<file path="src/rtl/core/scp_pkg.sv">
`default_nettype none

package scp_pkg;

   localparam int ANGLE_FRAC_BITS_DEF = 28;
   localparam int OUT_FRAC_BITS_DEF   = 30;

   localparam int IoW       = 32;
   localparam int AngW      = 34;
   localparam int XW        = 32;
   localparam int XqFrac    = 28;
   localparam int SW        = 31;
   localparam int RW        = 36;
   localparam int CoefFrac  = 32;
   localparam int WideW     = 72;
   localparam int SqShift   = 30;
   localparam int HornShift = 26;
   localparam int StepCount = 5;

   localparam logic [63:0] PI_Q60      = 64'h3243F6A8885A308D;
   localparam logic [63:0] HALF_PI_Q60 = 64'h1921FB54442D1847;
   localparam logic [63:0] TWO_PI_Q60  = 64'h6487ED5110B4611A;

   typedef struct packed {
      logic signed [XW-1:0] xq;
      logic signed [SW-1:0] s;
      logic signed [RW-1:0] rs;
      logic signed [RW-1:0] rc;
      logic                 flip;
   } scp_item_type;

   function automatic logic signed [AngW-1:0] angle_const(input logic [63:0] c,
                                                          input int frac);
      logic [63:0] v;
      int          sh;
      sh = 60 - frac;
      v  = (c + (64'd1 << (sh - 1))) >> sh;
      return $signed(v[AngW-1:0]);
   endfunction

   function automatic logic signed [RW-1:0] sin_coef(input int idx);
      logic signed [RW-1:0] c;
      case (idx)
         0:       c = -36'sd103;
         1:       c = 36'sd11822;
         2:       c = -36'sd852159;
         3:       c = 36'sd35791384;
         4:       c = -36'sd715827897;
         5:       c = 36'sd4294967296;
         default: c = '0;
      endcase
      return c;
   endfunction

   function automatic logic signed [RW-1:0] cos_coef(input int idx);
      logic signed [RW-1:0] c;
      case (idx)
         0:       c = -36'sd1119;
         1:       c = 36'sd106346;
         2:       c = -36'sd5965013;
         3:       c = 36'sd178956848;
         4:       c = -36'sd2147483648;
         5:       c = 36'sd4294967296;
         default: c = '0;
      endcase
      return c;
   endfunction

   // round to nearest, ties away from zero, then shift right
   function automatic logic signed [WideW-1:0] round_shr(input logic signed [WideW-1:0] v,
                                                         input int sh);
      logic signed [WideW-1:0] half;
      half         = '0;
      half[sh - 1] = 1'b1;
      if (v[WideW-1]) begin
         half = half - WideW'(1);
      end
      return (v + half) >>> sh;
   endfunction

   function automatic logic signed [IoW-1:0] sat32(input logic signed [WideW-1:0] v);
      logic signed [IoW-1:0] r;
      if (v[WideW-1:IoW-1] == {(WideW-IoW+1){v[WideW-1]}}) begin
         r = v[IoW-1:0];
      end else if (v[WideW-1]) begin
         r = {1'b1, {(IoW-1){1'b0}}};
      end else begin
         r = {1'b0, {(IoW-1){1'b1}}};
      end
      return r;
   endfunction

endpackage

`default_nettype wire

</file>
<file path="src/rtl/core/scp_finish.sv">
`default_nettype none

module scp_finish #(
   parameter int OUT_FRAC_BITS = scp_pkg::OUT_FRAC_BITS_DEF
) (
   input  logic                               clock,
   input  logic                               reset,
   input  logic                               in_valid,
   output logic                               in_ready,
   input  scp_pkg::scp_item_type              in_item,
   output logic                               out_valid,
   input  logic                               out_ready,
   output logic signed [scp_pkg::IoW-1:0]     sine,
   output logic signed [scp_pkg::IoW-1:0]     cosine
);

   localparam int RW        = scp_pkg::RW;
   localparam int IoW       = scp_pkg::IoW;
   localparam int WideW     = scp_pkg::WideW;
   localparam int PW        = scp_pkg::RW + scp_pkg::XW;
   localparam int SineShift = scp_pkg::CoefFrac + scp_pkg::XqFrac - OUT_FRAC_BITS;
   localparam int CosShift  = scp_pkg::CoefFrac - OUT_FRAC_BITS;

   logic                   m_valid_ff;
   logic signed [PW-1:0]   m_prod_ff;
   logic signed [PW-1:0]   m_prod_in;
   logic signed [RW-1:0]   m_rc_ff;
   logic                   m_flip_ff;
   logic                   m_ready;

   logic                   o_valid_ff;
   logic signed [IoW-1:0]  sine_ff;
   logic signed [IoW-1:0]  sine_in;
   logic signed [IoW-1:0]  cosine_ff;
   logic signed [IoW-1:0]  cosine_in;
   logic signed [WideW-1:0] cos_round;
   logic                   o_ready;

   assign m_prod_in = $signed(in_item.rs) * $signed(in_item.xq);
   assign m_ready   = !m_valid_ff || o_ready;
   assign in_ready  = m_ready;

   always_ff @(posedge clock) begin
      if (reset) begin
         m_valid_ff <= 1'b0;
      end else if (m_ready) begin
         m_valid_ff <= in_valid;
      end
      if (in_valid && m_ready) begin
         m_prod_ff <= m_prod_in;
         m_rc_ff   <= in_item.rc;
         m_flip_ff <= in_item.flip;
      end
   end

   // round, negate the cosine on reflection, saturate
   always_comb begin
      sine_in   = scp_pkg::sat32(scp_pkg::round_shr(WideW'(m_prod_ff), SineShift));
      cos_round = scp_pkg::round_shr(WideW'(m_rc_ff), CosShift);
      if (m_flip_ff) begin
         cos_round = -cos_round;
      end
      cosine_in = scp_pkg::sat32(cos_round);
   end

   assign o_ready = !o_valid_ff || out_ready;

   always_ff @(posedge clock) begin
      if (reset) begin
         o_valid_ff <= 1'b0;
      end else if (o_ready) begin
         o_valid_ff <= m_valid_ff;
      end
      if (m_valid_ff && o_ready) begin
         sine_ff   <= sine_in;
         cosine_ff <= cosine_in;
      end
   end

   assign out_valid = o_valid_ff;
   assign sine      = sine_ff;
   assign cosine    = cosine_ff;

endmodule

`default_nettype wire
</file>
<file path="config.mk">
export PLATFORM = sky130hd
export DESIGN_NAME = scp_finish
export DESIGN_NICKNAME = d
export VERILOG_FILES = /design/src/rtl/core/scp_pkg.sv /design/src/rtl/core/scp_finish.sv
export SDC_FILE = /design/constraint.sdc
export NUM_CORES = 2
export LEC_CHECK = 0
export BUFFER_PORTS_ARGS = -buffer_cell sky130_fd_sc_hd__buf_2
export CAP_MARGIN = 20
export CORE_UTILIZATION = 62
export CTS_CLUSTER_DIAMETER = 120
export CTS_CLUSTER_SIZE = 12
export DETAILED_ROUTE_END_ITERATION = 10
export GPL_ROUTABILITY_DRIVEN = 0
export PLACE_DENSITY = 0.84
export SLEW_MARGIN = 20
export SYNTH_ARGS = -nofsm -noshare
export SYNTH_HDL_FRONTEND = slang
export SYNTH_SLANG_ARGS = --single-unit
</file>
<file path="constraint.sdc">
create_clock -name clock -period 15.7 [get_ports clock]
set_clock_uncertainty 0.15 [all_clocks]
set_input_delay 4.71 -clock clock [delete_from_list [all_inputs] [get_ports clock]]
set_output_delay 4.71 -clock clock [all_outputs]
set_load 0.02 [all_outputs]
</file>
# == Yosys cells after proc, flatten, opt, wreduce, memory -nomap -nowiden ==
# Index checks and enable logic that the tools add are counted.
# op_classes
add_sub_neg,3
multipliers,1
eq_ne,2
n_mux,7
n_reduce_logical,6
# ops
cell,count
two-way mux 32 bit,4
two-way mux 72 bit,1
negator 35 -> 72 bit,1
adder 68 x 31 -> 69 bit,1
multiplier 36 x 32 -> 68 bit,1
equality test 40 bit,1
adder 36 x 3 -> 37 bit,1
two-way mux 30 bit,1
equality test 10 bit,1
logical AND 1 bit,2
zero test 1 bit,2
logical OR 1 bit,2
two-way mux 2 bit,1
# word_totals
register_bits,171
output_inout_bits,66
elab_cells,26

# == Logic depth before layout (Yosys ltp) ==
# logic_depth
word_depth,6
mapped_depth,31
ltp_nobuf,29

# == Least setup slack after synthesis ==
# OpenSTA, ideal clock, no wires.
# synth_timing
kind,input to register
startpoint,input in_item[112] (netlist bit)
endpoint,"register m_prod_ff[66], data pin"
setup_ns,0.258
arrival_ns,11.816
required_time_ns,15.292
slack_ns,3.476
cell_stages,26
path_buffers,3
path_cell_list,clkbuf_1 -> clkbuf_1 -> nand2_1 -> fa_1 -> fa_1 -> fa_1 -> inv_1 -> fa_1 -> fa_1 -> fa_1 -> fa_1 -> inv_1 -> fa_1 -> inv_1 -> ha_1 -> clkbuf_1 -> a21o_1 -> a21o_1 -> a21oi_1 -> o21a_1 -> o31ai_1 -> a221o_1 -> a21oi_1 -> nor3_1 -> a31oi_1 -> xnor2_1
# synth_between
elab_chain_cells,1
# synth_lines
item,line,source
start: declaration,scp_finish.sv:10,"input scp_pkg::scp_item_type in_item,"
multiplier 36 x 32 -> 68 bit,scp_finish.sv:39,assign m_prod_in = $signed(in_item.rs) * $signed(in_item.xq);
via m_prod_in[66],scp_finish.sv:26,logic signed [PW-1:0] m_prod_in;
end signal: assignment,scp_finish.sv:50,m_prod_ff <= m_prod_in;
end: declaration,scp_finish.sv:25,logic signed [PW-1:0] m_prod_ff;
# The timed path passes the listed nets, and every way through them passes these cells.
# A chain may end at the register's enable or synchronous reset.

# == Worst setup path in the final report ==
# layout_timing
startpoint,input in_item[106] (netlist bit)
endpoint,"register m_prod_ff[66], data pin"
# The elaborated chain is that of the path after synthesis.

==> results by group <==
Outcome
  • Status: finished clean

Detailed routing
  • Routed length per instance: 20.3 um
  • Via count: 35300
  • Post-route ant nets: 0
  • Overall routed net length: 123 mm
  • DRT iter0 DRCs: 2711
  • Drt pass-1 iters: 7
  • Routed vias/inst: 5.84
  • DRC: 0

Layout
  • Area Overhead vs Synth: 3.83%
  • Layout cell share with drive strength beyond 1: 0.0572
  • Design Area, Final: 50700 um^2
  • Non-filler cells, final: 6043
  • Most frequent cells in the layout: 1202 x fa_1, 1100 x inv_1, 641 x nand2_1
  • Commonest non-fill, non-tap cell in the layout: fa_1
  • NumNets Final: 6552

Setup path
  • Slowest-stage cell, CP: fa_1
  • CP endpoint kind: register
  • RR Endpoint: sine[6]
  • Reg-to-reg setup timing slack: 11.16 ns
  • Critical-path cell list: buf_2 > buf_4 > nand2_1 > inv_1 > fa_1 > fa_1 > fa_1 > fa_1 > inv_1 > fa_1 > inv_1 > fa_1 > fa_1 > fa_1 > ha_1 > a21o_1 > a21oi_1 > o21a_1 > o31ai_1 > a221o_1 > a21oi_1 > nor3_1 > a31oi_1 > xnor2_1
  • Critical-path maximum fanout: 26
  • CP peak stage delay: 0.95 ns
  • RR Startpoint: m_prod_ff[67]
  • Worst EP arrival: 13.36 ns
  • Required time worst endpoint: 15.73 ns
  • CP most frequent cell: fa_1
  • Worst setup SP type: input port
  • Setup Crit Path Kind: in -> reg
  • R2R depth: 12

STA
  • Final hold violation count: 0
  • WHS: 0.368 ns
  • RSZ-0062 raised after global routing: false
  • Max frequency: 75.0 MHz
  • Slew Limit Fails: 0
  • Count of final setup violators: 0
  • Tmin final: 13.33 ns
  • Worst Max-Slew Pin Slew: 1.09 ns
  • Setup TNS: 0 ns
  • Final cycle utilization of the critical path: 0.849
  • Worst slew margin: 0.272

Die
  • Core box area: 77700 um^2
  • Ports: 206
  • Effective utilization at floorplan: 0.628
  • Die H: 283 um
  • Die width: 283 um
  • DIE AREA: 79900 um^2
  • Num rows: 102

Global route
  • Total GRT Usage: 0.328
  • Initial antenna violation count: 4
  • Met2 Usage GRT: 0.568
  • Gr busiest metal: met2
  • Overflow after GRT: 0
  • Met1 usage: 0.395
  • Largest net degree at the start of global routing: 60
  • Vias in the first global route: 40000
  • First-pass GRT wire length: 203 mm
  • Met3 GRT Util: 0.0647

Yosys
  • Mapped Area: 48800 um^2
  • Top cell type's share of synthesized area: 0.493
  • Mapped Cells: 5041
  • Synth area leader: fa_1
  • Main area contributors after synthesis: fa_1 49%, edfxtp_1 10%, inv_1 8.5%
  • Seq cells post-synth: 171
  • Top FF cell, synth: edfxtp_1
  • Net Count, Synth: 6606
  • Number of synthesized flops with an enable pin: 169
  • Seq/Total Area, Yosys: 0.105
  • Library cells used by synthesis: 86
  • Ys async rst share: 0
  • Synth warnings: 0
  • Avg Inst Size Synth: 9.69 um^2

Hold path
  • Hold path cells: 2
  • Min-delay worst type: reg -> reg
  • Worst Hold Path EP: out_valid
  • Hold path startpoint: m_valid_ff

Clock network
  • Num CTS Buffers: 17
  • Postcts setup bufs: 0
  • Max clock buf depth: 2
  • CTS resizes: 0
  • Clk sinks: 171
  • CTS clk-pin slew, worst paths: 0.07 ns
  • CTS tree: done
  • Hold_buf cts: 0
  • CTS root buf: clkbuf_16
  • Clock Latency Late Sink: 0.43 ns
  • Number of H-tree levels: 4

Placed design
  • Placed cells: 6007
  • I/O Buffers: 174
  • Placed cell areas: 50100 um^2
  • Final HPWL DP: 95.4 mm

Run
  • Max cap viols: 0
[critical path: cells and delay by family]
kind	cells	cell delay [ns]
AO/OA/AOI/OAI	7	1.57
XOR/XNOR	1	0.10
adder cells (fa/ha/maj)	9	5.21
buffers and inverters	5	1.50
AND/OR/NAND/NOR	2	0.25
[final cells by class]
class	count	area, um^2
Tap cell	1040	1300
Sequential cell	171	5110
Clock inverter	15	165
Multi-Input combinational cell	3506	38600
Fill cell	5885	27000
Timing Repair Buffer	191	1010
Antenna cell	3	7.51
Inverter	1100	4130
Clock buffer	17	425
[synthesized netlist by cell type (8+ instances only)]
| cell type | instances |
|---|---|
| edfxtp_1 | 169 |
| o21bai_1 | 10 |
| o211ai_1 | 8 |
| a211oi_1 | 15 |
| nand4_1 | 37 |
| nor2_1 | 118 |
| o31ai_1 | 11 |
| nor3_1 | 29 |
| a21oi_1 | 121 |
| a31oi_1 | 13 |
| o21ai_0 | 68 |
| and2_1 | 581 |
| or2_2 | 8 |
| xor2_1 | 41 |
| and4_1 | 8 |
| inv_1 | 1100 |
| nand3_1 | 37 |
| ha_1 | 223 |
| and3_1 | 15 |
| nor4_1 | 8 |
| xnor2_1 | 91 |
| a21o_1 | 51 |
| nand2b_1 | 11 |
| o21a_1 | 16 |
| o21ai_2 | 30 |
| clkbuf_1 | 252 |
| fa_1 | 1202 |
| nand2_1 | 641 |
| nor2b_1 | 9 |
[flip-flops by register name, summed over array words and instances (netlist names)]
register / cells
m_rc_ff: 36
m_flip_ff: 1
sine: 32
out_valid: 1
cosine: 32
m_prod_ff: 68
m_valid_ff: 1
[metal layers]
metal	share of wire	wire, um	vias to the layer above
li1	-	-	14900
met5	0	0	-
met4	0.051	6300	0
met3	0.093	11400	497
met2	0.51	62100	1917
met1	0.35	42700	18000
[per-stage QoR]
| stage | setup WS, ns | utilization |
|---|---|---|
| floorplan | 3.48 | - |
| global placement | 2.10 | 0.645 |
| detailed placement | 1.99 | 0.645 |
| CTS | 2.44 | 0.652 |
| global route | 1.93 | 0.653 |
| finish | 2.37 | 0.653 |
[logic make-up after synthesis]
logic type / share of synthesized area
AOI/OAI and AO/OA: 0.0567
DFF: 0.105
xor gates and xnor gates: 0.0240
adders and majority gates: 0.550
muxes: 0.000845
buffers and inverters: 0.106
and+or+nand+nor: 0.158
[worst max path at each step]
stage	from	end
detailed placement	in_item[109]	m_prod_ff[64]
floorplan	in_item[112]	m_prod_ff[66]
CTS	in_item[109]	m_prod_ff[64]
global placement	in_item[109]	m_prod_ff[66]
global route	in_item[106]	m_prod_ff[64]
finish	in_item[106]	m_prod_ff[66]
Power is left out: the tool's default activity adds up to more than one toggle a clock period on the data nets, which glitch-free logic cannot reach.
